[config.mk]
export PLATFORM = sky130hd
export DESIGN_NAME = expression_token_lexer
export DESIGN_NICKNAME = d
export VERILOG_FILES = /design/src/hdl/etl_pkg.sv /design/src/hdl/etl_front.sv /design/src/hdl/etl_queue.sv /design/src/hdl/etl_back.sv /design/src/hdl/expression_token_lexer.sv
export SDC_FILE = /design/constraint.sdc
export NUM_CORES = 1
export LEC_CHECK = 0
export BUFFER_PORTS_ARGS = -buffer_cell sky130_fd_sc_hd__buf_2
export CAP_MARGIN = 5
export CORE_ASPECT_RATIO = 0.6
export CORE_MARGIN = 2
export CORE_UTILIZATION = 48
export CTS_CLUSTER_DIAMETER = 150
export CTS_CLUSTER_SIZE = 12
export DETAILED_ROUTE_END_ITERATION = 8
export PLACE_DENSITY = 0.74
export RECOVER_POWER = 100
export SLEW_MARGIN = 20
export SYNTH_ARGS = -nofsm -noshare
export SYNTH_HDL_FRONTEND = slang
export SYNTH_SLANG_ARGS = --single-unit
[constraint.sdc]
create_clock -name clk_i -period 8 [get_ports clk_i]
set_input_delay 0.8 -clock clk_i [delete_from_list [all_inputs] [get_ports clk_i]]
set_output_delay 0.8 -clock clk_i [all_outputs]
set_load 0.01 [all_outputs]
[src/hdl/etl_pkg.sv]
`default_nettype none

package etl_pkg;

  typedef enum logic [4:0] {
    KindEnd    = 5'd0,
    KindError  = 5'd1,
    KindPlus   = 5'd2,
    KindMinus  = 5'd3,
    KindStar   = 5'd4,
    KindSlash  = 5'd5,
    KindPerc   = 5'd6,
    KindCaret  = 5'd7,
    KindLt     = 5'd8,
    KindGt     = 5'd9,
    KindLte    = 5'd10,
    KindGte    = 5'd11,
    KindEqu    = 5'd12,
    KindNequ   = 5'd13,
    KindAssign = 5'd14,
    KindOparen = 5'd15,
    KindCparen = 5'd16,
    KindNot    = 5'd17,
    KindNum    = 5'd18,
    KindSym    = 5'd19
  } tok_kind_e;

  typedef enum logic [2:0] {
    PendNone = 3'd0,
    PendLt   = 3'd1,
    PendGt   = 3'd2,
    PendEq   = 3'd3,
    PendBang = 3'd4,
    PendSym  = 3'd5,
    PendNum  = 3'd6
  } pend_e;

  localparam int unsigned TokLenW = 6;

  localparam logic [7:0] CharSpace  = 8'h20;
  localparam logic [7:0] CharTab    = 8'h09;
  localparam logic [7:0] CharPlus   = 8'h2B;
  localparam logic [7:0] CharMinus  = 8'h2D;
  localparam logic [7:0] CharStar   = 8'h2A;
  localparam logic [7:0] CharSlash  = 8'h2F;
  localparam logic [7:0] CharPerc   = 8'h25;
  localparam logic [7:0] CharCaret  = 8'h5E;
  localparam logic [7:0] CharOparen = 8'h28;
  localparam logic [7:0] CharCparen = 8'h29;
  localparam logic [7:0] CharLt     = 8'h3C;
  localparam logic [7:0] CharGt     = 8'h3E;
  localparam logic [7:0] CharEq     = 8'h3D;
  localparam logic [7:0] CharBang   = 8'h21;
  localparam logic [7:0] CharUnder  = 8'h5F;
  localparam logic [7:0] CharDot    = 8'h2E;

  // token queue between front and back
  localparam int unsigned QDepth = 4;
  localparam int unsigned QPtrW  = 2;
  localparam int unsigned QCntW  = 3;

  typedef struct packed {
    logic [7:0] ch;
    logic       end_of_line;
  } in_req_t;

  typedef struct packed {
    tok_kind_e          token_kind;
    logic [TokLenW-1:0] token_length;
    logic               last;
  } out_req_t;

  typedef struct packed {
    tok_kind_e          kind;
    logic [TokLenW-1:0] len;
  } tok_t;

  typedef struct packed {
    logic two;
    tok_t first;
    tok_t second;
  } entry_t;

endpackage

`default_nettype wire

[src/hdl/etl_front.sv]
`default_nettype none

module etl_front #(
  parameter int unsigned MaxTokenLen = 63
) (
  input  wire                  clk_i,
  input  wire                  rst_ni,
  input  etl_pkg::in_req_t     req_i,
  input  wire                  valid_i,
  output logic                 ready_o,
  input  wire                  full_i,
  output logic                 push_o,
  output etl_pkg::entry_t      entry_o
);

  localparam int unsigned LenW = $clog2(MaxTokenLen + 1);

  etl_pkg::pend_e  pend_q, pend_d;
  logic [LenW-1:0] len_q, len_d;
  logic [LenW-1:0] len_grow;

  logic               is_letter, is_digit;
  logic               st_emit;
  etl_pkg::tok_t      st_tok;
  etl_pkg::pend_e     st_pend;

  logic               f_valid;
  etl_pkg::tok_t      f_tok;
  logic               do_flush;
  logic               s_valid;
  etl_pkg::tok_t      s_tok;
  logic               accept;

  assign ready_o = !full_i;
  assign accept  = valid_i && ready_o;

  assign is_letter = (req_i.ch >= 8'h61 && req_i.ch <= 8'h7A) ||
                     (req_i.ch >= 8'h41 && req_i.ch <= 8'h5A) ||
                     (req_i.ch == etl_pkg::CharUnder);
  assign is_digit  = (req_i.ch >= 8'h30 && req_i.ch <= 8'h39);

  assign len_grow = (len_q < LenW'(MaxTokenLen)) ? len_q + LenW'(1) : len_q;

  // what a character does when no token is pending
  always_comb begin
    st_emit  = 1'b1;
    st_pend  = etl_pkg::PendNone;
    st_tok   = '{kind: etl_pkg::KindError, len: etl_pkg::TokLenW'(1)};
    unique case (req_i.ch)
      etl_pkg::CharSpace, etl_pkg::CharTab: st_emit = 1'b0;
      etl_pkg::CharPlus:   st_tok.kind = etl_pkg::KindPlus;
      etl_pkg::CharMinus:  st_tok.kind = etl_pkg::KindMinus;
      etl_pkg::CharStar:   st_tok.kind = etl_pkg::KindStar;
      etl_pkg::CharSlash:  st_tok.kind = etl_pkg::KindSlash;
      etl_pkg::CharPerc:   st_tok.kind = etl_pkg::KindPerc;
      etl_pkg::CharCaret:  st_tok.kind = etl_pkg::KindCaret;
      etl_pkg::CharOparen: st_tok.kind = etl_pkg::KindOparen;
      etl_pkg::CharCparen: st_tok.kind = etl_pkg::KindCparen;
      etl_pkg::CharLt: begin
        st_emit = 1'b0;
        st_pend = etl_pkg::PendLt;
      end
      etl_pkg::CharGt: begin
        st_emit = 1'b0;
        st_pend = etl_pkg::PendGt;
      end
      etl_pkg::CharEq: begin
        st_emit = 1'b0;
        st_pend = etl_pkg::PendEq;
      end
      etl_pkg::CharBang: begin
        st_emit = 1'b0;
        st_pend = etl_pkg::PendBang;
      end
      default: begin
        if (is_letter) begin
          st_emit = 1'b0;
          st_pend = etl_pkg::PendSym;
        end else if (is_digit) begin
          st_emit = 1'b0;
          st_pend = etl_pkg::PendNum;
        end
      end
    endcase
  end

  // token left behind by the pending state
  always_comb begin
    f_valid = 1'b1;
    f_tok   = '{kind: etl_pkg::KindEnd, len: etl_pkg::TokLenW'(1)};
    unique case (pend_q)
      etl_pkg::PendLt:   f_tok.kind = etl_pkg::KindLt;
      etl_pkg::PendGt:   f_tok.kind = etl_pkg::KindGt;
      etl_pkg::PendEq:   f_tok.kind = etl_pkg::KindAssign;
      etl_pkg::PendBang: f_tok.kind = etl_pkg::KindNot;
      etl_pkg::PendSym: begin
        f_tok.kind = etl_pkg::KindSym;
        f_tok.len  = etl_pkg::TokLenW'(len_q);
      end
      etl_pkg::PendNum: begin
        f_tok.kind = etl_pkg::KindNum;
        f_tok.len  = etl_pkg::TokLenW'(len_q);
      end
      default: f_valid = 1'b0;
    endcase
  end

  always_comb begin
    logic restart;
    restart  = 1'b0;
    do_flush = 1'b0;
    s_valid  = 1'b0;
    s_tok    = '{kind: etl_pkg::KindEnd, len: '0};
    pend_d   = pend_q;
    len_d    = len_q;
    if (req_i.end_of_line) begin
      do_flush = 1'b1;
      s_valid  = 1'b1;
      pend_d   = etl_pkg::PendNone;
      len_d    = '0;
    end else begin
      unique case (pend_q)
        etl_pkg::PendLt, etl_pkg::PendGt, etl_pkg::PendEq, etl_pkg::PendBang: begin
          if (req_i.ch == etl_pkg::CharEq) begin
            s_valid   = 1'b1;
            s_tok.len = etl_pkg::TokLenW'(2);
            pend_d    = etl_pkg::PendNone;
            len_d     = '0;
            unique case (pend_q)
              etl_pkg::PendLt: s_tok.kind = etl_pkg::KindLte;
              etl_pkg::PendGt: s_tok.kind = etl_pkg::KindGte;
              etl_pkg::PendEq: s_tok.kind = etl_pkg::KindEqu;
              default:         s_tok.kind = etl_pkg::KindNequ;
            endcase
          end else begin
            restart = 1'b1;
          end
        end
        etl_pkg::PendSym: begin
          if (is_letter) len_d = len_grow;
          else           restart = 1'b1;
        end
        etl_pkg::PendNum: begin
          if (is_digit || req_i.ch == etl_pkg::CharDot) len_d = len_grow;
          else                                           restart = 1'b1;
        end
        default: restart = 1'b1;
      endcase
      if (restart) begin
        do_flush = 1'b1;
        s_valid  = st_emit;
        s_tok    = st_tok;
        pend_d   = st_pend;
        len_d    = (st_pend != etl_pkg::PendNone) ? LenW'(1) : '0;
      end
    end
  end

  always_comb begin
    entry_o = '0;
    if (do_flush && f_valid) begin
      entry_o.first  = f_tok;
      entry_o.second = s_tok;
      entry_o.two    = s_valid;
    end else begin
      entry_o.first  = s_tok;
    end
  end

  assign push_o = accept && ((do_flush && f_valid) || s_valid);

  always_ff @(posedge clk_i or negedge rst_ni) begin
    if (!rst_ni) begin
      pend_q <= etl_pkg::PendNone;
      len_q  <= '0;
    end else if (accept) begin
      pend_q <= pend_d;
      len_q  <= len_d;
    end
  end

endmodule

`default_nettype wire

[src/hdl/etl_queue.sv]
`default_nettype none

module etl_queue (
  input  wire              clk_i,
  input  wire              rst_ni,
  input  wire              push_i,
  input  etl_pkg::entry_t  entry_i,
  output logic             full_o,
  input  wire              pop_i,
  output logic             nonempty_o,
  output etl_pkg::entry_t  entry_o
);

  etl_pkg::entry_t                 mem_q [etl_pkg::QDepth];
  logic [etl_pkg::QPtrW-1:0]       wr_ptr_q, rd_ptr_q;
  logic [etl_pkg::QCntW-1:0]       cnt_q;
  logic                            do_pop;

  assign full_o     = (cnt_q == etl_pkg::QCntW'(etl_pkg::QDepth));
  assign nonempty_o = (cnt_q != '0);
  assign entry_o    = mem_q[rd_ptr_q];
  assign do_pop     = pop_i && nonempty_o;

  always_ff @(posedge clk_i) begin
    if (push_i) begin
      mem_q[wr_ptr_q] <= entry_i;
    end
  end

  always_ff @(posedge clk_i or negedge rst_ni) begin
    if (!rst_ni) begin
      wr_ptr_q <= '0;
      rd_ptr_q <= '0;
      cnt_q    <= '0;
    end else begin
      if (push_i) wr_ptr_q <= wr_ptr_q + etl_pkg::QPtrW'(1);
      if (do_pop) rd_ptr_q <= rd_ptr_q + etl_pkg::QPtrW'(1);
      if (push_i && !do_pop)      cnt_q <= cnt_q + etl_pkg::QCntW'(1);
      else if (!push_i && do_pop) cnt_q <= cnt_q - etl_pkg::QCntW'(1);
    end
  end

endmodule

`default_nettype wire

[src/hdl/etl_back.sv]
`default_nettype none

module etl_back (
  input  wire               clk_i,
  input  wire               rst_ni,
  input  wire               nonempty_i,
  input  etl_pkg::entry_t   entry_i,
  output logic              pop_o,
  output etl_pkg::out_req_t req_o,
  output logic              valid_o,
  input  wire               ready_i
);

  logic              sel_q, sel_d;
  logic              valid_q;
  etl_pkg::out_req_t req_q;
  logic              load;
  logic              is_last;
  etl_pkg::tok_t     tok;

  assign load    = nonempty_i && (!valid_q || ready_i);
  assign is_last = sel_q || !entry_i.two;
  assign tok     = sel_q ? entry_i.second : entry_i.first;
  assign pop_o   = load && is_last;

  // second half of a two-token entry is sent on the following slot
  always_comb begin
    sel_d = sel_q;
    if (load) sel_d = !is_last;
  end

  always_ff @(posedge clk_i or negedge rst_ni) begin
    if (!rst_ni) begin
      sel_q   <= 1'b0;
      valid_q <= 1'b0;
    end else begin
      sel_q <= sel_d;
      if (load)         valid_q <= 1'b1;
      else if (ready_i) valid_q <= 1'b0;
    end
  end

  always_ff @(posedge clk_i) begin
    if (load) begin
      req_q.token_kind   <= tok.kind;
      req_q.token_length <= tok.len;
      req_q.last         <= is_last;
    end
  end

  assign req_o   = req_q;
  assign valid_o = valid_q;

endmodule

`default_nettype wire

[src/hdl/expression_token_lexer.sv]
// Streaming lexer for infix expressions: one character (or an end-of-line
// marker) per input request, tokens out with kind, length and a last flag
// marking the final token caused by that request. A request yields zero, one
// or two tokens. The front end takes one request per clock while the queue
// is not full and pushes its tokens as one entry into a 4-entry queue; the
// back end drains one token per clock while out_ready_i is high into a
// registered output. Sustained rate is one request per cycle while each
// request yields at most one token and out_ready_i stays high; a request
// that yields two (a flushed token followed by another, or a token followed
// by END) sends them in turn, so the output port sets the rate then. Lengths
// saturate at MaxTokenLen, reported in 6 bits. No clearing pass after reset.
`default_nettype none

module expression_token_lexer #(
  parameter int unsigned MaxTokenLen = 63
) (
  input  wire               clk_i,
  input  wire               rst_ni,
  input  etl_pkg::in_req_t  in_req_i,
  input  wire               in_valid_i,
  output logic              in_ready_o,
  output etl_pkg::out_req_t out_req_o,
  output logic              out_valid_o,
  input  wire               out_ready_i
);

  logic            q_full, q_push, q_pop, q_nonempty;
  etl_pkg::entry_t q_wdata, q_rdata;

  etl_front #(
    .MaxTokenLen(MaxTokenLen)
  ) u_front (
    .clk_i   (clk_i),
    .rst_ni  (rst_ni),
    .req_i   (in_req_i),
    .valid_i (in_valid_i),
    .ready_o (in_ready_o),
    .full_i  (q_full),
    .push_o  (q_push),
    .entry_o (q_wdata)
  );

  etl_queue u_queue (
    .clk_i      (clk_i),
    .rst_ni     (rst_ni),
    .push_i     (q_push),
    .entry_i    (q_wdata),
    .full_o     (q_full),
    .pop_i      (q_pop),
    .nonempty_o (q_nonempty),
    .entry_o    (q_rdata)
  );

  etl_back u_back (
    .clk_i      (clk_i),
    .rst_ni     (rst_ni),
    .nonempty_i (q_nonempty),
    .entry_i    (q_rdata),
    .pop_o      (q_pop),
    .req_o      (out_req_o),
    .valid_o    (out_valid_o),
    .ready_i    (out_ready_i)
  );

endmodule

`default_nettype wire
=== Word level (Yosys, flattened, before mapping) ===
Memories as Yosys holds them, arrays and structs flattened.
Index checks and enable logic that the tools add are counted.

* Input bits: 13
* Bits in registers: 30
* Word-level logic and storage cells: 135
* Output and inout port bits: 14
* Memories kept: 1
* ROM bits: 0
* Latch bits: 0
* Memory bits (writable): 92

* Bitwise logic cells: 0
* Order comparisons: 7
* Div/mod/pow operators: 0
* Reduce and logical (&&, ||, !) cells: 38
* Shift operators: 0
* Multiply operators: 0
* Add/subtract/negate cells: 5
* Muxes and demuxes: 48
* Equality and inequality tests: 26

{| class="wikitable"
|+ Memories
! name !! words !! bits a word !! read ports !! clocked after memory_dff !! write ports !! RTL line !! text
|-
| u_queue.mem_q || 4 || 23 || 1 || 0 || 1 || etl_queue.sv:14 || <nowiki>etl_pkg::entry_t mem_q [etl_pkg::QDepth];</nowiki>
|}

{| class="wikitable"
|+ Operators with widths
! cell !! count
|-
| $eq A8 B6 Y1 const B || 13
|-
| $mux W11 || 7
|-
| $mux W6 || 7
|-
| $pmux W5 S8 || 1
|-
| $pmux W5 S6 || 1
|-
| $mux W3 || 8
|-
| $mux W1 || 19
|-
| $pmux W6 S3 || 1
|-
| $eq A8 B7 Y1 const B || 2
|-
| $ge A8 B7 Y1 const B || 2
|-
| $le A8 B7 Y1 const B || 2
|-
| $pmux W3 S5 || 1
|-
| $eq A3 B3 Y1 const B || 4
|-
| $ne A4 B2 Y1 const B || 3
|-
| $reduce_bool A3 Y1 || 4
|-
| $reduce_or A6 Y1 || 2
|-
| $logic_and A1 B1 Y1 || 11
|-
| $reduce_or A10 Y1 || 1
|-
| $pmux W3 S3 || 1
|-
| $eq A8 B4 Y1 const B || 1
|-
| $ge A8 B6 Y1 const B || 1
|-
| $le A8 B6 Y1 const B || 1
|-
| $reduce_or A8 Y1 || 1
|-
| $add A6 B1 Y6 const B || 1
|-
| 16 further kinds || 29
|}

=== Longest topological paths before layout ===
* Depth in word-level cells: 16
* Gate-level depth with buffers: 12
* Depth with buffers taken out: 11

=== Modules after synthesis ===
A second synthesis with hierarchy kept.

* Cell total of the unflattened synthesis: 385
* Area total of the unflattened synthesis: 5789.3 sq um

{| class="wikitable"
|+ By module, submodules not included
! module !! cells an instance !! area an instance (sq um) !! times used !! seq. area each (sq um)
|-
| etl_queue || 155 || 3758.6 || 1 || 2937.8
|-
| etl_front || 196 || 1401.3 || 1 || 225.2
|-
| etl_back || 34 || 629.4 || 1 || 410.4
|}

=== Worst setup path before layout ===
OpenSTA, ideal clock, no wires.

* Path type: input to register
* From: input port in_req_i[3] in the netlist's numbering
* To: register u_queue.cnt_q[2] in the netlist's numbering
* Arrival time: 3518 ps
* Setup time: 79 ps
* Stages on the path: 11
* Buffers on the path: 0
* Slack: 4403 ps
* Cells stage by stage: or3_4 o311a_1 a21o_1 or3_4 a221oi_4 ha_1 inv_1 fa_1 xor2_1 nor2_1 xor2_1

* Word-level cells in the longest chain between the ends: 15

{| class="wikitable"
|+ Ends and longest elaborated chain
! element !! RTL line !! text
|-
| from (decl) || expression_token_lexer.sv:19 || <nowiki>input etl_pkg::in_req_t in_req_i,</nowiki>
|-
| $ge A8 B7 Y1, or another cell as far along || etl_front.sv:37 || <nowiki>assign is_letter = (req_i.ch >= 8'h61 && req_i.ch <= 8'h7A) ||</nowiki>
|-
| $logic_and A1 B1 Y1, on equally long branches || etl_front.sv:37, etl_front.sv:38 ||
|-
| $logic_or A1 B1 Y1 || etl_front.sv:37 ||
|-
| $logic_or A1 B1 Y1 || etl_front.sv:38 || <nowiki>(req_i.ch >= 8'h41 && req_i.ch <= 8'h5A) ||</nowiki>
|-
| $mux W1 || etl_front.sv:140 || <nowiki>if (is_letter) len_d = len_grow;</nowiki>
|-
| $pmux W1 S3 || etl_front.sv:122 || <nowiki>unique case (pend_q)</nowiki>
|-
| $mux W1 || etl_front.sv:116 || <nowiki>if (req_i.end_of_line) begin</nowiki>
|-
| $mux W1 || etl_front.sv:149 || <nowiki>if (restart) begin</nowiki>
|-
| $mux W1 || etl_front.sv:116 ||
|-
| $logic_and A1 B1 Y1 || etl_front.sv:170 || <nowiki>assign push_o = accept && ((do_flush && f_valid) || s_valid);</nowiki>
|-
| $logic_or A1 B1 Y1 (*) || etl_front.sv:170 ||
|-
| $logic_and A1 B1 Y1 (*) || etl_front.sv:170 ||
|-
| via q_push || expression_token_lexer.sv:27 || <nowiki>logic q_full, q_push, q_pop, q_nonempty;</nowiki>
|-
| $logic_not A1 Y1 || etl_queue.sv:39 || <nowiki>else if (!push_i && do_pop) cnt_q <= cnt_q - etl_pkg::QCntW'(1);</nowiki>
|-
| $logic_and A1 B1 Y1 || etl_queue.sv:39 ||
|-
| $reduce_bool A2 Y1 (no line) || -- ||
|-
| to (signal assigned) || etl_queue.sv:38 || <nowiki>if (push_i && !do_pop) cnt_q <= cnt_q + etl_pkg::QCntW'(1);</nowiki>
|-
| to (signal assigned) || etl_queue.sv:39 ||
|-
| to (decl) || etl_queue.sv:16 || <nowiki>logic [etl_pkg::QCntW-1:0] cnt_q;</nowiki>
|}

Mark *: on every way through the listed nets, which the timed path passes. The rest lies on a longest branch. The select of a mux whose other input is x is not followed.
A chain may end at the register's enable or synchronous reset.

=== Worst setup path in the final report ===
* From: input port in_req_i[3] in the netlist's numbering
* To: memory u_queue.mem_q[2][21] in the netlist's numbering (enable)

* Word-level cells in the longest chain between the ends: 14

{| class="wikitable"
|+ Ends and longest elaborated chain
! element !! RTL line !! text
|-
| $ge A8 B7 Y1, or another cell as far along || etl_front.sv:37 ||
|-
| $logic_and A1 B1 Y1, on equally long branches || etl_front.sv:37, etl_front.sv:38 ||
|-
| $logic_or A1 B1 Y1 || etl_front.sv:37 ||
|-
| $logic_or A1 B1 Y1 || etl_front.sv:38 ||
|-
| $mux W1 || etl_front.sv:140 ||
|-
| $pmux W1 S3 || etl_front.sv:122 ||
|-
| $mux W1 || etl_front.sv:116 ||
|-
| $mux W1 || etl_front.sv:149 ||
|-
| $mux W1 || etl_front.sv:116 ||
|-
| $logic_and A1 B1 Y1 || etl_front.sv:170 ||
|-
| $logic_or A1 B1 Y1 (*) || etl_front.sv:170 ||
|-
| $logic_and A1 B1 Y1 (*) || etl_front.sv:170 ||
|-
| via q_push || expression_token_lexer.sv:27 ||
|-
| $mux W1 (*) || etl_queue.sv:25 || <nowiki>if (push_i) begin</nowiki>
|-
| $mux W1 (implied by the code) (*) || etl_queue.sv:26 || <nowiki>mem_q[wr_ptr_q] <= entry_i;</nowiki>
|-
| to (decl) || etl_queue.sv:14 ||
|}

Marked as above.

==> results.md <==
- Status: finished clean
- Sequential share of the synthesized area: between 60% and 70%
- Synth cell types: 63
- Total wire length: ~10000 microns
- Fill cell count: ~840
- Gate Count Post-Synth: 366
- Core area: 10,400 sq um
- Total CTS buffers: 9
- H-tree levels: 3
- Yosys top cell area share: between 50% and 60%
- Initial antenna violation count: 0
- Setup TNS: 0 ns
- Hold Vio Cnt, Final: 0
- Post-cts sizing count: 0
- Cell area after layout: approximately 5600 sq um
- Max Cap Viol: 0
- Share of cells above drive strength 1: around 15%
- Post-DP HPWL: about 6900 microns
- Fin nets: slightly above 400
- CTS sink count: 106
- Worst-path clk slew: ~0.07 ns
- Row count: 29
- Routed WL per cell: ~19 microns
- Clk_skew: approximately 0.012 ns
- Post-synth top flop: edfxtp_1
- Largest net degree at the start of global routing: 21
- Main combinational cell family by area after synthesis: simple AND/OR/NAND/NOR gates
- Worst path arrival time: around 4.5 ns
- Root Buffer: clkbuf_16
- First-pass GRT wire length: between 15,000 and 20,000 microns
- CP Data Required Time: slightly below 8 ns
- P_leak: slightly below 2 nW
- Pwr Total: about 1.8 mW
- Top cell type by total area after synthesis: edfxtp_1
- Synth Area in Adders: 1.87%
- Async SR Flop Fraction: between 10% and 20%
- Top cells by count, synth: 88 x edfxtp_1, 23 x nand2_1, 23 x nor2_1
- Slew Viols, Final: 0
- Maximum VDD drop: roughly 0.00019 V
- Clk buf depth: 2
- Die area: ~11,000 sq um
- Xor and xnor area share after synthesis: about 1.4%
- Simple-Gate Fraction of Synth Area: about 12%
- Sw Pwr: approximately 0.52 mW
- Clock network fraction of total power: approximately a quarter
- CTS tree: built
- Post-CTS Setup Bufs: 0
- Max Fanout on Critical Path: 19
- Ys Warns: 0
- Post-synth EDFFs: slightly below 90
- Ports: 27
- Vias in the first global route: 3,001
- Top-count cell post-synth: edfxtp_1
- Fmax: ~220 MHz
- Tcrit/Tclk final: between 50% and 60%
- Port Buffers: 26
- CP startpoint kind: primary input
- Post-DP Area: ~5300 sq um
- Starting density of the core: approximately half
- Slew headroom: approximately 3.8%
- Average size of a mapped cell: between 10 and 15 sq um
- Period minus WS final: ~4.6 ns
- Internal: around 1.2 mW
- Synth Cell Area: about 5100 sq um
- Setup Viol. Count Final: 0
- Hold Crit Class: reg2reg
- DR vias/cell: 5.91
- DRT antenna net count: 0
- Endpoint class of the critical path: flip-flop
- # DRC: 0
- Mux share of post-synthesis cell area: between 10% and 20%
- GR Overflow Total: 0
- Reg power frac: just under 50%
- GPL Wtd Cong: 0.901
- Via count: ~3,200
- Pre-antenna DRT Iters: 5
- Combinational fraction of design power: 27.0%
- Die width: ~140 microns
- Total track usage: 19.0%
- Worst skew pair latency: between 0.3 and 0.4 ns
- Final Util: 53.6%
- Cts hold-fix bufs: 0
- Power Dens Cells: roughly 310 nW/um^2
- Layout area overhead: 9.96%
- Sw Ratio: 29.4%
- Synth top area cells: edfxtp_1 52%, dfrtp_1 8.9%, mux4_2 8.4%
- Initial DRC count: ~350
- RSZ-0062 raised after global routing: no
- Chip Height: 83.7 microns
- Flops & latches, synth: 106
- Crit path kind: in2reg
- Worst slew pin tran: 1.44 ns
- ANT cells: 0
- Compound-Gate Fraction of Synth Area: 9.68%
==> through the flow <==
stage | setup slack, ns | instances | hold slack [ns]
global placement | 4.07 | 518 | 0.482
CTS | 4.32 | 534 | 0.383
global route | 3.16 | 534 | 0.528
floorplan | 4.40 | 369 | 0.464
finish | 3.43 | 534 | 0.515
detailed placement | 3.95 | 518 | 0.507
==> sequential cells by signal (all words and copies together), names as in the netlist <==
name	count
u_queue.cnt_q	3
u_back.req_o	12
u_queue.mem_q	76
u_back.valid_o	1
u_queue.wr_ptr_q	2
u_front.len_q	6
u_front.pend_q	3
u_queue.rd_ptr_q	2
u_back.sel_q	1
==> worst paths after layout <==
check                                        from                    to  slack [ns]  depth (start not counted)
worst max-delay path                  in_req_i[3]  u_queue.mem_q[2][21]        3.43                          7
worst min-delay path             u_queue.cnt_q[2]      u_queue.cnt_q[2]        0.51                          1
worst max register to register  u_front.pend_q[1]  u_queue.mem_q[2][21]        4.00                          6
worst min register to register   u_queue.cnt_q[2]      u_queue.cnt_q[2]        0.51                          1
max in group asynchronous                  rst_ni      u_front.len_q[1]        6.83                          1
min in group asynchronous                  rst_ni      u_queue.cnt_q[2]        0.59                          1
==> logic make-up (layout without fill, tap and decap cells) <==
kind of cell    Yosys count  count (layout)
flops                   106             106
other cells               1               4
compound gates           69              69
simple gates            113             113
xor+xnor                  8               8
fa+ha+maj                 7               7
buf+inv                  29              55
mux                      33              33
==> layout make-up <==
class	instances	area [sq um]	area share, %
Sequential cell	106	3090	55.4
Clock inverter	3	18.8	0.336
Tap cell	139	174	3.12
Clock buffer	13	285	5.11
Timing Repair Buffer	28	119	2.13
Inverter	11	41.3	0.740
Multi-Input combinational cell	234	1850	33.2
==> per-layer routing <==
metal	GRT usage, %	vias up	wire length (microns)
li1	-	1462	-
met1	29.9	1553	4830
met2	25.5	129	4280
met3	5.95	10	768
met4	4.78	0	99
met5	0	-	0
==> cell usage in the layout (no fill, tap or decap), types with 6 or more instances in the layout <==
cell type  instances
nor2_1            23
nor3_1             9
nor2b_1            8
inv_1             11
dfrtp_1           18
a21oi_1           10
nand2b_1           6
mux4_2            19
mux2_2            10
nand3_1            7
nand2_1           23
o21ai_0           19
ha_1               6
edfxtp_1          88
and3_1             8
buf_2              8
clkbuf_16         10
clkbuf_1          18
==> power by group through the flow <==
stage,Combinational [mW],Sequential (mW),Clock [mW]
after detailed placement,0.494,0.855,0
after floorplan,0.371,0.825,0
final,0.473,0.846,0.432
after CTS,0.498,0.844,0.445
after global placement,0.480,0.849,0
after global routing,0.529,0.862,0.466
==> worst max-delay path, cell delays in order <==
cell      delay [ns]
clkbuf_1        0.26
or3_1           0.48
o311a_1         0.32
a21o_1          0.20
or3_1           0.39
a221oi_1        0.84
and2_0          1.20
(Power assumes the default switching activity.)
